==> config.mk <==
export PLATFORM = sky130hd
export DESIGN_NAME = double_ended_queue_top
export DESIGN_NICKNAME = d
export VERILOG_FILES = /design/src/deq_pkg.sv /design/src/deq_ram.sv /design/src/double_ended_queue_top.sv
export SDC_FILE = /design/constraint.sdc
export NUM_CORES = 2
export LEC_CHECK = 0
export BUFFER_PORTS_ARGS = -buffer_cell sky130_fd_sc_hd__buf_2
export CAP_MARGIN = 20
export CORE_UTILIZATION = 62
export DETAILED_ROUTE_END_ITERATION = 10
export GPL_TIMING_DRIVEN = 0
export PLACE_DENSITY = 0.89
export RECOVER_POWER = 50
export SLEW_MARGIN = 10
export SYNTH_ARGS = -nofsm -noshare
export SYNTH_HDL_FRONTEND = slang
export SYNTH_SLANG_ARGS = --single-unit
export TNS_END_PERCENT = 50
==> constraint.sdc <==
create_clock -name clock -period 5.77 [get_ports clock]
set_input_delay 1.4425 -clock clock [delete_from_list [all_inputs] [get_ports clock]]
set_output_delay 1.4425 -clock clock [all_outputs]
set_load 0.01 [all_outputs]
==> src/deq_pkg.sv <==
// shared command codes, status codes and field widths of the double-ended queue
`default_nettype none

package deq_pkg;

   localparam int DEPTH_DEFAULT = 32;

   localparam int CMD_W    = 3;
   localparam int WORD_W   = 32;
   localparam int STATUS_W = 2;
   localparam int OCC_W    = 6;

   // command codes carried in the request tuser
   localparam logic [CMD_W-1:0] CMD_PUSH_FRONT = 3'd0;
   localparam logic [CMD_W-1:0] CMD_PUSH_BACK  = 3'd1;
   localparam logic [CMD_W-1:0] CMD_POP_FRONT  = 3'd2;
   localparam logic [CMD_W-1:0] CMD_POP_BACK   = 3'd3;
   localparam logic [CMD_W-1:0] CMD_DUMP       = 3'd4;

   // status codes carried in the response tuser
   localparam logic [STATUS_W-1:0] STATUS_OK    = 2'd0;
   localparam logic [STATUS_W-1:0] STATUS_EMPTY = 2'd1;
   localparam logic [STATUS_W-1:0] STATUS_FULL  = 2'd2;

   // response payload bundle held in the output register
   typedef struct packed {
      logic [STATUS_W-1:0] status;
      logic [WORD_W-1:0]   data;
      logic [OCC_W-1:0]    occupancy;
      logic                last;
   } rsp_type;

endpackage

`default_nettype wire

==> src/deq_ram.sv <==
// slot storage: one write port, one read port with registered read data
`default_nettype none

module deq_ram #(
   parameter int DEPTH = deq_pkg::DEPTH_DEFAULT,
   parameter int AW    = $clog2(DEPTH)
) (
   input  wire logic                       clock,
   input  wire logic                       wr_en,
   input  wire logic [AW-1:0]              wr_addr,
   input  wire logic [deq_pkg::WORD_W-1:0] wr_data,
   input  wire logic                       rd_en,
   input  wire logic [AW-1:0]              rd_addr,
   output      logic [deq_pkg::WORD_W-1:0] rd_data
);

   logic [deq_pkg::WORD_W-1:0] mem [DEPTH];
   logic [deq_pkg::WORD_W-1:0] rd_data_ff;

   always_ff @(posedge clock) begin
      if (wr_en) begin
         mem[wr_addr] <= wr_data;
      end
   end

   // read data holds until the next read
   always_ff @(posedge clock) begin
      if (rd_en) begin
         rd_data_ff <= mem[rd_addr];
      end
   end

   assign rd_data = rd_data_ff;

endmodule

`default_nettype wire

==> src/double_ended_queue_top.sv <==
// top level of the bounded double-ended queue of signed 32-bit words
`default_nettype none

// Bounded double-ended queue kept as a ring of DEPTH words in one synchronous
// RAM (one write port, one read port, registered read data). Each request
// transfer carries a command in req_tuser and a word in req_tdata: push front,
// push back, pop front, pop back or dump. Every command yields at least one
// response transfer; the final one carries rsp_tlast. A push into a full queue
// is dropped with status full, a pop or dump of an empty queue reports empty,
// and unused command codes answer ok with data zero. Occupancy is the element
// count after the command, taken modulo 64. The block works on one command at a
// time: pushes, empty/full reports and unused codes load the response directly,
// pops first read the RAM slot and then load the response, and a dump streams
// one element per cycle from the RAM read port while the response port is not
// stalled. Slots need no clearing: only entries that hold pushed words are
// ever read. Writes and reads never fall in the same cycle, so a pop right
// after a push sees the written word without forwarding.
module double_ended_queue_top #(
   parameter int DEPTH = deq_pkg::DEPTH_DEFAULT
) (
   input  wire logic        clock,
   input  wire logic        reset,
   // request channel
   input  wire logic        req_tvalid,
   output      logic        req_tready,
   input  wire logic [31:0] req_tdata,   // [31:0] value
   input  wire logic [2:0]  req_tuser,   // [2:0] cmd
   // response channel
   output      logic        rsp_tvalid,
   input  wire logic        rsp_tready,
   output      logic [39:0] rsp_tdata,   // [31:0] data, [37:32] occupancy, [39:38] zero
   output      logic [1:0]  rsp_tuser,   // [1:0] status
   output      logic        rsp_tlast
);

   localparam int AW = $clog2(DEPTH);
   localparam int CW = $clog2(DEPTH + 1);
   localparam int XW = (CW > deq_pkg::OCC_W) ? CW : deq_pkg::OCC_W;

   typedef enum logic [1:0] {
      ST_IDLE,
      ST_POP,
      ST_DUMP
   } state_type;

   state_type         state_ff, state_in;
   logic [AW-1:0]     front_ff, front_in;
   logic [CW-1:0]     count_ff, count_in;
   logic [AW-1:0]     dump_pos_ff, dump_pos_in;
   logic [CW-1:0]     dump_left_ff, dump_left_in;
   logic              rsp_valid_ff, rsp_valid_in;
   deq_pkg::rsp_type  rsp_ff, rsp_in;

   // ram ports
   logic                       wr_en;
   logic [AW-1:0]              wr_addr;
   logic                       rd_en;
   logic [AW-1:0]              rd_addr;
   logic [deq_pkg::WORD_W-1:0] rd_data;

   logic [deq_pkg::CMD_W-1:0]  cmd;
   logic [deq_pkg::WORD_W-1:0] value;
   logic                       req_fire;
   logic                       rsp_free;
   logic                       is_full;
   logic                       is_empty;
   logic [AW-1:0]              front_dec;
   logic [AW-1:0]              front_inc;
   logic [AW-1:0]              back_pos;   // slot after the back element
   logic [AW-1:0]              tail_pos;   // slot of the back element
   logic [CW-1:0]              count_dec;

   // ring position of base + offset, offset at most DEPTH
   function automatic logic [AW-1:0] ring_add(input logic [AW-1:0] base,
                                              input logic [CW-1:0] offset);
      logic [AW:0] sum;
      sum = {1'b0, base} + (AW+1)'(offset);
      if (sum >= (AW+1)'(DEPTH)) begin
         sum = sum - (AW+1)'(DEPTH);
      end
      return sum[AW-1:0];
   endfunction

   function automatic logic [AW-1:0] ring_inc(input logic [AW-1:0] pos);
      return (pos == AW'(DEPTH - 1)) ? '0 : pos + 1'b1;
   endfunction

   // occupancy field is the count modulo 64
   function automatic logic [deq_pkg::OCC_W-1:0] occ_of(input logic [CW-1:0] cnt);
      logic [XW-1:0] wide;
      wide = XW'(cnt);
      return wide[deq_pkg::OCC_W-1:0];
   endfunction

   function automatic deq_pkg::rsp_type make_rsp(
         input logic [deq_pkg::STATUS_W-1:0] status,
         input logic [deq_pkg::WORD_W-1:0]   data,
         input logic [CW-1:0]                cnt,
         input logic                         last);
      deq_pkg::rsp_type r;
      r.status    = status;
      r.data      = data;
      r.occupancy = occ_of(cnt);
      r.last      = last;
      return r;
   endfunction

   assign cmd   = req_tuser;
   assign value = req_tdata;

   // a finished response may be taken in the same cycle a new one is loaded
   assign rsp_free   = !rsp_valid_ff || rsp_tready;
   assign req_tready = (state_ff == ST_IDLE) && rsp_free;
   assign req_fire   = req_tvalid && req_tready;

   assign is_full   = (count_ff == CW'(DEPTH));
   assign is_empty  = (count_ff == '0);
   assign count_dec = count_ff - 1'b1;
   assign front_dec = (front_ff == '0) ? AW'(DEPTH - 1) : front_ff - 1'b1;
   assign front_inc = ring_inc(front_ff);
   assign back_pos  = ring_add(front_ff, count_ff);
   assign tail_pos  = ring_add(front_ff, count_dec);

   always_comb begin
      state_in     = state_ff;
      front_in     = front_ff;
      count_in     = count_ff;
      dump_pos_in  = dump_pos_ff;
      dump_left_in = dump_left_ff;
      rsp_valid_in = rsp_valid_ff && !rsp_tready;
      rsp_in       = rsp_ff;
      wr_en        = 1'b0;
      wr_addr      = back_pos;
      rd_en        = 1'b0;
      rd_addr      = front_ff;

      case (state_ff)
         ST_IDLE: begin
            if (req_fire) begin
               rsp_valid_in = 1'b1;
               case (cmd)
                  deq_pkg::CMD_PUSH_FRONT, deq_pkg::CMD_PUSH_BACK: begin
                     if (is_full) begin
                        rsp_in = make_rsp(deq_pkg::STATUS_FULL, '0, count_ff, 1'b1);
                     end else begin
                        wr_en = 1'b1;
                        if (cmd == deq_pkg::CMD_PUSH_FRONT) begin
                           wr_addr  = front_dec;
                           front_in = front_dec;
                        end
                        count_in = count_ff + 1'b1;
                        rsp_in   = make_rsp(deq_pkg::STATUS_OK, '0, count_in, 1'b1);
                     end
                  end
                  deq_pkg::CMD_POP_FRONT, deq_pkg::CMD_POP_BACK: begin
                     if (is_empty) begin
                        rsp_in = make_rsp(deq_pkg::STATUS_EMPTY, '0, count_ff, 1'b1);
                     end else begin
                        // response goes out once the slot has been read
                        rsp_valid_in = rsp_valid_ff && !rsp_tready;
                        rd_en        = 1'b1;
                        if (cmd == deq_pkg::CMD_POP_FRONT) begin
                           front_in = front_inc;
                        end else begin
                           rd_addr = tail_pos;
                        end
                        count_in = count_dec;
                        state_in = ST_POP;
                     end
                  end
                  deq_pkg::CMD_DUMP: begin
                     if (is_empty) begin
                        rsp_in = make_rsp(deq_pkg::STATUS_EMPTY, '0, count_ff, 1'b1);
                     end else begin
                        rsp_valid_in = rsp_valid_ff && !rsp_tready;
                        rd_en        = 1'b1;
                        dump_pos_in  = front_inc;
                        dump_left_in = count_dec;
                        state_in     = ST_DUMP;
                     end
                  end
                  default: begin
                     rsp_in = make_rsp(deq_pkg::STATUS_OK, '0, count_ff, 1'b1);
                  end
               endcase
            end
         end
         ST_POP: begin
            if (rsp_free) begin
               rsp_valid_in = 1'b1;
               rsp_in       = make_rsp(deq_pkg::STATUS_OK, rd_data, count_ff, 1'b1);
               state_in     = ST_IDLE;
            end
         end
         ST_DUMP: begin
            // one element a cycle while the response port is free: emit the word the RAM read last, read the next
            if (rsp_free) begin
               rsp_valid_in = 1'b1;
               rsp_in       = make_rsp(deq_pkg::STATUS_OK, rd_data, count_ff,
                                       dump_left_ff == '0);
               if (dump_left_ff == '0) begin
                  state_in = ST_IDLE;
               end else begin
                  rd_en        = 1'b1;
                  rd_addr      = dump_pos_ff;
                  dump_pos_in  = ring_inc(dump_pos_ff);
                  dump_left_in = dump_left_ff - 1'b1;
               end
            end
         end
         default: begin
            state_in = ST_IDLE;
         end
      endcase
   end

   always_ff @(posedge clock) begin
      if (reset) begin
         state_ff     <= ST_IDLE;
         front_ff     <= '0;
         count_ff     <= '0;
         rsp_valid_ff <= 1'b0;
      end else begin
         state_ff     <= state_in;
         front_ff     <= front_in;
         count_ff     <= count_in;
         rsp_valid_ff <= rsp_valid_in;
      end
   end

   // payload registers
   always_ff @(posedge clock) begin
      dump_pos_ff  <= dump_pos_in;
      dump_left_ff <= dump_left_in;
      rsp_ff       <= rsp_in;
   end

   deq_ram #(
      .DEPTH (DEPTH),
      .AW    (AW)
   ) u_ram (
      .clock   (clock),
      .wr_en   (wr_en),
      .wr_addr (wr_addr),
      .wr_data (value),
      .rd_en   (rd_en),
      .rd_addr (rd_addr),
      .rd_data (rd_data)
   );

   assign rsp_tvalid = rsp_valid_ff;
   assign rsp_tdata  = {2'b00, rsp_ff.occupancy, rsp_ff.data};
   assign rsp_tuser  = rsp_ff.status;
   assign rsp_tlast  = rsp_ff.last;

endmodule

`default_nettype wire

==> flow_summary.yaml <==
place:
  detailed_place.area_um2: 47400
  place.gp.congestion: 0.911
  dpl.hpwl_um: 78700
  port_buffers: 79
cts:
  clockRootBuffer: "clkbuf_16"
  holdBufCountCts: 0
  cts_max_level: 3
  clk_pin_slew_ns: 0.06
  post_cts_buffers: 0
  cts.sinks: 1122
  cts_tree: "done"
  worstSkewPairLatency_ns: 0.70
  clock_path_buffers: 3
  cts_buffers: 106
  cts_resized: 0
setup_path:
  cp_max_fo: 10
  crit_top_cell: "clkbuf_1"
  criticalPathCategory: "reg2reg"
  path_delay_family: "buffers and inverters"
  critPathRequiredTime_ns: 6.21
  r2r_cells: 15
  start_kind: "flop"
  crit_arrival_ns: 5.90
  critPathCaptureType: "flop"
  path_cells: "clkbuf_1, inv_1, ha_1, or4b_1, clkbuf_1, o2111ai_4, mux2i_2, or2_1, buf_2, clkbuf_1, nand2_1, nand2_1, o221ai_1, a22o_1, nor2_1"
  critPathMaxStageDelay_ns: 0.80
  slowest_stage: "mux2i_2"
  worstPathBufferInverterCount: 5
  critical_path_depth: 15
synthesis:
  synth_cells: 3037
  synth_xor_area_share_pct: 0.489
  avgSynthCellArea_um2: 14.8
  synth.area.mux_share_pct: 4.68
  ys_dominant_reg_cell: "edfxtp_1"
  synth_top_family_by_area: "simple AND/OR/NAND/NOR gates"
  yosysTopAreaCellShare_pct: 74.3
  synth_fa_ha_area_share_pct: 0.648
  seq_area_frac_synth_pct: 74.9
  synth-simple-area-share_pct: 10.2
  synth-edff-count: 1108
  synth.largest_area_cell: "edfxtp_1"
  synth_compound_area_share_pct: 6.73
  synth_seq_cells: 1122
  synth.area.top_cells: "edfxtp_1, nand2_1, mux2i_1"
  synth.distinct_cells: 65
  async_flop_share_pct: 0
  yosysWarnings: 0
  synth_area_um2: 44800
grt:
  grt_pass1_vias: 29436
  top_usage_layer: "met2"
  grt_antenna_before_repair: 10
  grtUsageMet1_pct: 43.7
  overflow: 0
  grt_usage_pct: 34.9
  grt_max_degree: 33
  grt_pass1_wl_um: 187000
  grt_use_met3_pct: 10.8
  grt_util_met2_pct: 54.8
detailed_routing:
  drt_iter0_markers: 5664
  routed_via_density: 7.05
  ant_nets: 0
  num_vias: 30307
  drt-total-wl_um: 129000
  wl_per_cell_um: 30.0
  firstDrtPassIters: 8
  drc: 0
die:
  io_pins: 84
  core_area_um2: 71500
  die_area_um2: 73300
  rows: 98
  dieWidth_um: 271
  initial_utilization_pct: 62.7
  die_h_um: 271
timing:
  finalHoldViolCount: 0
  slew_headroom_pct: -26.6
  clock.fmax_mhz: 183
  hold_slack_ns: 0.504
  fin_tns_setup_ns: 0
  worst_pin_slew_ns: 1.90
  fin_crit_sh_pct: 94.5
  rsz0062_at_grt: "false"
  slew_viol_final: 926
  finalSetupViolCount: 0
  skew_ns: 0.0195
  period_needed_ns: 5.45
finish:
  final_cell_mix: "edfxtp_1, nand2_1, nand3_1"
  area_growth_pct: 12.9
  fin_nets: 3322
  layout_commonest_cell: "edfxtp_1"
  final_layout_size_suffix_gt1_share_pct: 11.1
  stdcell_area_um2: 50600
  postLayoutCoreUtil_pct: 70.8
power:
  irDropWorstVdd_uv: 323
  leakage_nw: 16.8
  p_per_area_nw_per_um2: 370
flow_run:
  cap_violations: 29
min_path:
  min_path_type: "reg2reg"
  whs_path_depth: 2
status:
  violations: "capacitance limit, slew limit"
  status: "finished, violations left"
-- report_power, final --
part / internal (W) / switching [W]
clock: 0.00371 / 0.00303
sequential: 0.00920 / 0.0000575
combinational: 0.000746 / 0.00198
total: 0.0137 / 0.00507
-- worst register-to-register path, cell delays in order, from the launching register on --
cell,delay [ns]
dfxtp_1,0.34
clkbuf_1,0.25
inv_1,0.15
ha_1,0.19
or4b_1,0.43
clkbuf_1,0.20
o2111ai_4,0.28
mux2i_2,0.80
or2_1,0.26
buf_2,0.31
clkbuf_1,0.78
nand2_1,0.17
nand2_1,0.15
o221ai_1,0.26
a22o_1,0.28
nor2_1,0.35
-- state kept, by name, summed over array words and instances, names as in the netlist, 5 cells and up --
signal	flops
u_ram.mem	1024
rsp_tdata	38
u_ram.rd_data	32
count_ff	6
dump_left_ff	6
dump_pos_ff	5
front_ff	5
-- metal layers --
metal | share of wire (%) | routed length [um]
met1 | 31 | 40100
met2 | 46 | 60000
met3 | 16 | 20800
met4 | 6.2 | 8040
met5 | 0.074 | 96
-- per-stage QoR --
stage | instances | power (W) | worst slack [ns]
5_1_grt | 4298 | 0.0190 | 0.360
3_5_place_dp | 4102 | 0.0120 | 0.405
2_1_floorplan | 3038 | 0.0109 | 0.723
4_1_cts | 4297 | 0.0186 | 0.700
3_3_place_gp | 4067 | 0.0118 | -1.33
6_report | 4301 | 0.0187 | 0.317
-- logic make-up after synthesis --
group | after synthesis
adders and majority gates | 22
DFF | 1122
buffers and inverters | 208
other | 1
AOI/OAI and AO/OA | 403
xor gates and xnor gates | 25
and+or+nand+nor | 1086
muxes | 170
-- cell usage after synthesis (6+ instances only) --
| library cell | number |
|---|---|
| clkbuf_1 | 74 |
| a221oi_1 | 31 |
| nand3_1 | 202 |
| a22o_1 | 61 |
| o31ai_1 | 6 |
| nand2_1 | 692 |
| edfxtp_1 | 1108 |
| o221ai_1 | 32 |
| nand2b_1 | 7 |
| mux4_2 | 31 |
| buf_2 | 84 |
| nor3_1 | 8 |
| xor2_1 | 9 |
| buf_6 | 12 |
| ha_1 | 20 |
| inv_1 | 16 |
| a32oi_1 | 99 |
| and2_1 | 42 |
| a21oi_1 | 82 |
| nor2_1 | 106 |
| mux2i_1 | 135 |
| dfxtp_1 | 14 |
| o21ai_0 | 56 |
| xnor2_1 | 16 |
| buf_4 | 17 |
-- layout make-up --
class                      count  area, um^2
sequential                  1122       33600
fill                        3923       20900
multi-input combinational   1708       10500
clock buffer                 129        2760
tap                          950        1190
timing repair buffer         115        1060
buffer                       192         998
clock inverter                66         523
inverter                      16        60.1
antenna                        3        7.51
-- path summary, 6_finish.rpt --
kind	slack, ns	to	from
min reg2reg	0.50	state_ff[0]$_SDFFE_PP0P_	state_ff[0]$_SDFFE_PP0P_
min	0.50	state_ff[0]$_SDFFE_PP0P_	state_ff[0]$_SDFFE_PP0P_
max	0.32	u_ram.rd_data[29]$_DFFE_PP_	count_ff[0]$_SDFFE_PP0P_
max reg2reg	0.32	u_ram.rd_data[29]$_DFFE_PP_	count_ff[0]$_SDFFE_PP0P_
(Power assumes the default switching activity.)
